--- src/rtl/srea_pkg.sv ---
// ----------------------------------------------------------------------------
// Spike rate encoder array package
// Shared widths, constants, codes and types of the rate encoder array.
// ----------------------------------------------------------------------------
`default_nettype none

package srea_pkg;

    // Field widths
    localparam int unsigned IDX_W = 10;
    localparam int unsigned CUR_W = 17;
    localparam int unsigned INC_W = 17;
    localparam int unsigned MEM_W = 20;
    localparam int unsigned THR_W = 18;

    // Fixed point constants
    localparam logic [CUR_W-1:0] ONE_Q16    = 17'd65536;
    localparam logic [THR_W-1:0] THR_RESET  = 18'd65536;
    localparam logic [MEM_W:0]   MEM_MAX_X  = 21'd524287;
    localparam logic [MEM_W:0]   ONE_Q16_X  = 21'd65536;

    // Latency of the current warp pipeline in cycles
    localparam int unsigned WARP_LAT = 3;

    // Result queue
    localparam int unsigned FIFO_DEPTH = 8;
    localparam int unsigned FIFO_AW    = 3;
    localparam int unsigned FIFO_CW    = 4;

    // Item operation codes
    typedef enum logic
    {
        FUNC_SET  = 1'b0,
        FUNC_STEP = 1'b1
    } func_t;

    // Control that travels with an item down the pipeline
    typedef struct packed
    {
        logic             valid;
        func_t            func;
        logic [IDX_W-1:0] idx;
    } ctl_t;

endpackage

`default_nettype wire

--- src/rtl/srea_warp.sv ---
// ----------------------------------------------------------------------------
// Current warp pipeline
// Saturates a Q0.16 current to 1.0 and maps it through the cubic
// 3x^3 - 4.5x^2 + 2.5x, rounded to nearest, over three register stages.
// ----------------------------------------------------------------------------
`default_nettype none

module srea_warp
(
    input  wire logic                         clk,
    input  wire logic [srea_pkg::CUR_W-1:0]   cur,
    output logic      [srea_pkg::INC_W-1:0]   inc
);

    logic [srea_pkg::CUR_W-1:0] x_sat;
    logic [srea_pkg::CUR_W-1:0] x1_reg;
    logic [33:0]                sq1_reg;
    logic [srea_pkg::CUR_W-1:0] x2_reg;
    logic [34:0]                t2_reg;
    logic [51:0]                prod3_reg;
    logic [36:0]                t_sum;
    logic [52:0]                rnd;
    logic [19:0]                r;

    // Saturate the current to 1.0.
    assign x_sat = (cur > srea_pkg::ONE_Q16) ? srea_pkg::ONE_Q16 : cur;

    // The polynomial is evaluated as x * (6x^2 - 9x*2^16 + 5*2^32); the inner
    // term is always positive since the quadratic has no real roots.
    assign t_sum = ({3'b000, sq1_reg} * 37'd6) + (37'd5 << 32)
                 - (({20'd0, x1_reg} * 37'd9) << 16);

    // Stage 1 squares, stage 2 forms the inner term, stage 3 multiplies by x.
    always_ff @(posedge clk)
    begin
        x1_reg    <= x_sat;
        sq1_reg   <= 34'(x_sat) * 34'(x_sat);
        x2_reg    <= x1_reg;
        t2_reg    <= t_sum[34:0];
        prod3_reg <= 52'(x2_reg) * 52'(t2_reg);
    end

    // Round to nearest with ties up, scale back to Q0.16 and clamp at 1.0.
    assign rnd = {1'b0, prod3_reg} + (53'd1 << 32);
    assign r   = rnd[52:33];
    assign inc = (r > 20'd65536) ? srea_pkg::ONE_Q16 : r[srea_pkg::INC_W-1:0];

endmodule

`default_nettype wire

--- config.mk ---
export PLATFORM = sky130hd
export DESIGN_NAME = srea_warp
export DESIGN_NICKNAME = d
export VERILOG_FILES = /design/src/rtl/srea_pkg.sv /design/src/rtl/srea_warp.sv
export SDC_FILE = /design/constraint.sdc
export NUM_CORES = 2
export LEC_CHECK = 0
export BUFFER_PORTS_ARGS = -buffer_cell sky130_fd_sc_hd__buf_2
export CORE_MARGIN = 8
export CORE_UTILIZATION = 67
export DETAILED_ROUTE_END_ITERATION = 10
export PLACE_DENSITY = 0.91
export SLEW_MARGIN = 20
export SYNTH_ARGS = -nofsm -noshare
export SYNTH_HDL_FRONTEND = slang
export SYNTH_SLANG_ARGS = --single-unit
--- constraint.sdc ---
create_clock -name clk -period 10 [get_ports clk]
set_clock_uncertainty 0.05 [all_clocks]
set_input_delay 2 -clock clk [delete_from_list [all_inputs] [get_ports clk]]
set_output_delay 2 -clock clk [all_outputs]
set_load 0.01 [all_outputs]
## Word level (Yosys, flattened, before mapping)

Index checks and enable logic that the tools add are counted.

- Mux-type cells: 2
- Multiply operators: 4
- Magnitude comparators: 2
- $add $sub $neg: 3

Operators with widths:

| operator | number |
|---|---|
| 52-bit by 33-bit adder with 53-bit output (second input constant) | 1 |
| 17-bit by 35-bit multiplier with 52-bit output | 1 |
| 35-bit adder (second input constant) | 1 |
| 35-bit subtractor | 1 |
| 17-bit by 17-bit multiplier with 34-bit output | 1 |
| 34-bit by 2-bit multiplier with 34-bit output (second input constant) | 1 |
| 17-bit two-way mux | 2 |
| 20-bit by 17-bit greater-than comparator with 1-bit output (second input constant) | 1 |
| 17-bit by 4-bit multiplier with 19-bit output (second input constant) | 1 |
| 17-bit greater-than comparator (second input constant) | 1 |

- Input port bits: 18
- Register bits: 155
- Output and inout bits: 17
- Word-level logic and storage cells: 16

## Longest topological paths before layout

- Depth in word-level cells: 3
- Gate-level depth with buffers: 28
- Mapped depth without buffers: 26

## Least setup slack after synthesis

OpenSTA, ideal clock, no wires.

- Kind: in2reg
- From: in cur[7] (netlist bit)
- To: reg sq1_reg[31]
- Data arrival time: 8,180 ps
- Library setup time: 120 ps
- Required time: 9,830 ps
- Stages: 26
- Setup slack: 1,649 ps
- Path buffers: 3
- Cells stage by stage: clkbuf_1 -> nor4_1 -> nand4_1 -> nand2_1 -> clkbuf_1 -> clkbuf_1 -> and3_1 -> fa_1 -> inv_1 -> fa_1 -> inv_1 -> fa_1 -> fa_1 -> fa_1 -> inv_1 -> fa_1 -> inv_1 -> ha_1 -> o21a_1 -> o21ai_0 -> a21oi_1 -> or4_1 -> o211a_1 -> a2111oi_4 -> a21oi_2 -> xor2_1

- Cells in the longest elaborated chain, start to end: 3

Ends and longest elaborated chain:

| item | RTL line | source |
|---|---|---|
| start: declaration | srea_warp.sv:11 | `input wire logic [srea_pkg::CUR_W-1:0] cur,` |
| 17-bit greater-than comparator | srea_warp.sv:26 | `assign x_sat = (cur > srea_pkg::ONE_Q16) ? srea_pkg::ONE_Q16 : cur;` |
| 17-bit two-way mux (*) | srea_warp.sv:26 |  |
| 17-bit by 17-bit multiplier with 34-bit output (*) | srea_warp.sv:37 | `sq1_reg <= 34'(x_sat) * 34'(x_sat);` |
| end signal: assignment | srea_warp.sv:37 |  |
| end: declaration | srea_warp.sv:17 | `logic [33:0] sq1_reg;` |

Mark *: on every way between the ends. The rest lies on a longest branch, timed or not.

## Final worst setup path

- From: in cur[3] (netlist bit)
- To: reg sq1_reg[30]

Same word-level chain as after synthesis.

==> results.yml <==
final_layout:
  nets: 4596
  drive_gt1_share_pct: 3.35
  multi_input_area_um2: 26200
  design_area_um2: 33300
  ff_latch_area_um2: 2370
  fillers: 3230
  diodes: 0
  area_growth_pct: 3.50
place:
  gp_congestion: 0.958
  port_buffers: 34
  hpwl_um: 59300
  dpl_cell_area_um2: 32700
logic_synthesis:
  async_reset_ff_share_pct: 0
  ys.warnings.count: 0
  synth_edf_count: 0
  synth_top_cell_by_area: "fa_1"
  yosysMostFrequentCell: "inv_1"
  synthCells: 3633
  synth_top_cells_by_area: "fa_1, ha_1, inv_1"
  syn_area_um2: 32200
  yosysUniqueCellTypes: 80
  synth-seq-area-share_pct: 7.35
  synthTopCellsByCount: "inv_1, fa_1, nand2_1"
  ys_ff_latch: 118
  synth_top_area_share_pct: 41.6
  synth_area_per_cell_um2: 8.85
  synth_ff_type: "dfxtp_1"
sta:
  max-slew-margin-rel_pct: 29.6
  setup_tns_ns: 0
  rsz0062_at_grt: "no"
  final_hold_viol_count: 0
  fin_crit_ns: 9.00
  worst_slew_pin_slew_ns: 1.05
  final_max_slew_viol_count: 0
  setup_viol: 0
  fmax_ghz: 0.111
  finalCritPeriodShare_pct: 90.0
setup_path:
  crit_path_max_fanout: 15
  critical_path_class: "input port to flop"
  critPathLaunchType: "input port"
  setup.worst_path.end_class: "flop"
  critPathSlowestCell: "nor4_1"
  cp_top_family: "adder cells"
  worst_path_most_repeated_cell: "fa_1"
  required_ns: 10.33
  critPathArrivalTime_ns: 9.34
  crit_path_max_incr_delay_ns: 0.60
  path_buf_inv: 4
detailed_routing:
  drc: 0
  viasPerCell: 5.93
  wl_um: 78100
  wl_per_cell_um: 18.6
  vias: 24900
  final_antenna_net_count: 0
  detail_route.first_pass.iterations: 6
  drtIter0Drc: 1954
clocking:
  cts_resized: 0
  postCtsSetupBuffers: 0
  cts.sinks: 118
  cts_max_path_buffers: 2
  cts_tree: "done"
  htreeDepth: 4
  clk_pin_slew_worst_paths_ns: 0.06
  cts_buffers: 17
  clk_latency_ns: 0.47
  cts-root-buf: "clkbuf_16"
  hold_buffers: 0
grt:
  antenna_found_initial: 0
  grt_pass1_wl_um: 132000
  overflow: 0
  grt_max_degree: 40
  grt_usage_pct: 28.9
  grt_pass1_vias: 27700
floorplan:
  pin_count: 35
  die_w_um: 235
  die_y_um: 235
  core_um2: 47500
  die_area_um2: 55300
  row_count: 80
  start_util_pct: 67.6
min_path:
  hold_path.class: "flop to flop"
run:
  max_cap_violations: 0
outcome:
  outcome: "complete, no violations"
logic make-up after synthesis:
| group | Yosys count | synth area share (%) |
|---|---|---|
| other | 2 | 0.0234 |
| buffers and inverters | 963 | 11.3 |
| AO/OA/AOI/OAI | 365 | 7.75 |
| flip-flops | 118 | 7.35 |
| AND/OR/NAND/NOR | 1035 | 14.8 |
| XOR/XNOR | 142 | 3.93 |
| adder cells (fa/ha/maj) | 1003 | 54.6 |
| multiplexers | 5 | 0.163 |
stage by stage:
step | hold WS, ns | utilization, % | instances | setup slack [ns]
after floorplan | 0.284 | - | 3654 | 1.65
final | 0.305 | 70.0 | 4201 | 0.997
after CTS | 0.309 | 70.0 | 4201 | 1.07
after global routing | 0.314 | 70.0 | 4201 | 0.518
after detailed placement | 0.302 | 68.9 | 4171 | 0.624
after global placement | 0.289 | 68.9 | 4171 | 0.809
placed cells by master (no fill, tap or decap), types with 10 or more instances in the layout:
cell,synthesis,layout
a21o_1,57,57
a21oi_1,121,121
a31oi_1,11,11
and2_1,166,166
and3_1,39,39
buf_2,2,34
buf_4,1,22
clkbuf_16,0,17
conb_1,2,23
dfxtp_1,118,111
fa_1,669,669
ha_1,334,334
inv_1,809,809
nand2_1,587,587
nand3_1,43,43
nand4_1,18,18
nor2_1,85,85
nor2b_1,29,29
nor3_1,17,17
o211ai_1,12,12
o21a_1,14,14
o21ai_0,47,47
o21bai_1,18,18
or3_1,10,10
xnor2_1,96,96
xor2_1,44,44
path summary, 6_finish.rpt:
| kind | slack, ns | depth (start not counted) | endpoint | start |
|---|---|---|---|---|
| hold reg to reg | 0.30 | 0 | x2_reg[16] | x1_reg[16] |
| setup / recovery | 1.0 | 25 | sq1_reg[30] | cur[3] |
| setup reg to reg | 2.17 | 21 | prod3_reg[51] | x2_reg[15] |
| hold / removal | 0.30 | 0 | x2_reg[16] | x1_reg[16] |
per-layer routing:
metal	track usage (%)	share of wire [%]	vias up
met1	34.4	37	12200
li1	-	-	10900
met3	6.09	9.9	388
met5	0	0	-
met4	14.3	5.0	0
met2	49.7	49	1393
worst reg2reg max path, cell delays in order (launching register included):
cell and delay [ns]:
dfxtp_1 0.97, buf_4 0.39, nand2_1 0.13, fa_1 0.50, fa_1 0.49, inv_1 0.05
fa_1 0.48, inv_1 0.06, fa_1 0.48, fa_1 0.51, inv_1 0.05, fa_1 0.43
ha_1 0.35, nand3_1 0.11, nor2_1 0.17, nand2_1 0.10, o311ai_1 0.70, a21oi_1 0.41
a21oi_1 0.60, and4_1 0.35, nor2_1 0.09, a311oi_1 0.26
cell type report:
cell class | instances | area share, %
inverter | 809 | 9.12
clock inverter | 9 | 0.241
clock buffer | 21 | 1.38
tap | 615 | 2.31
timing repair buffer | 56 | 1.01
sequential | 118 | 7.12
multi-input combinational | 2573 | 78.8
Power is left out: the tool's default activity adds up to more than one toggle a clock period on the data nets, which glitch-free logic cannot reach.
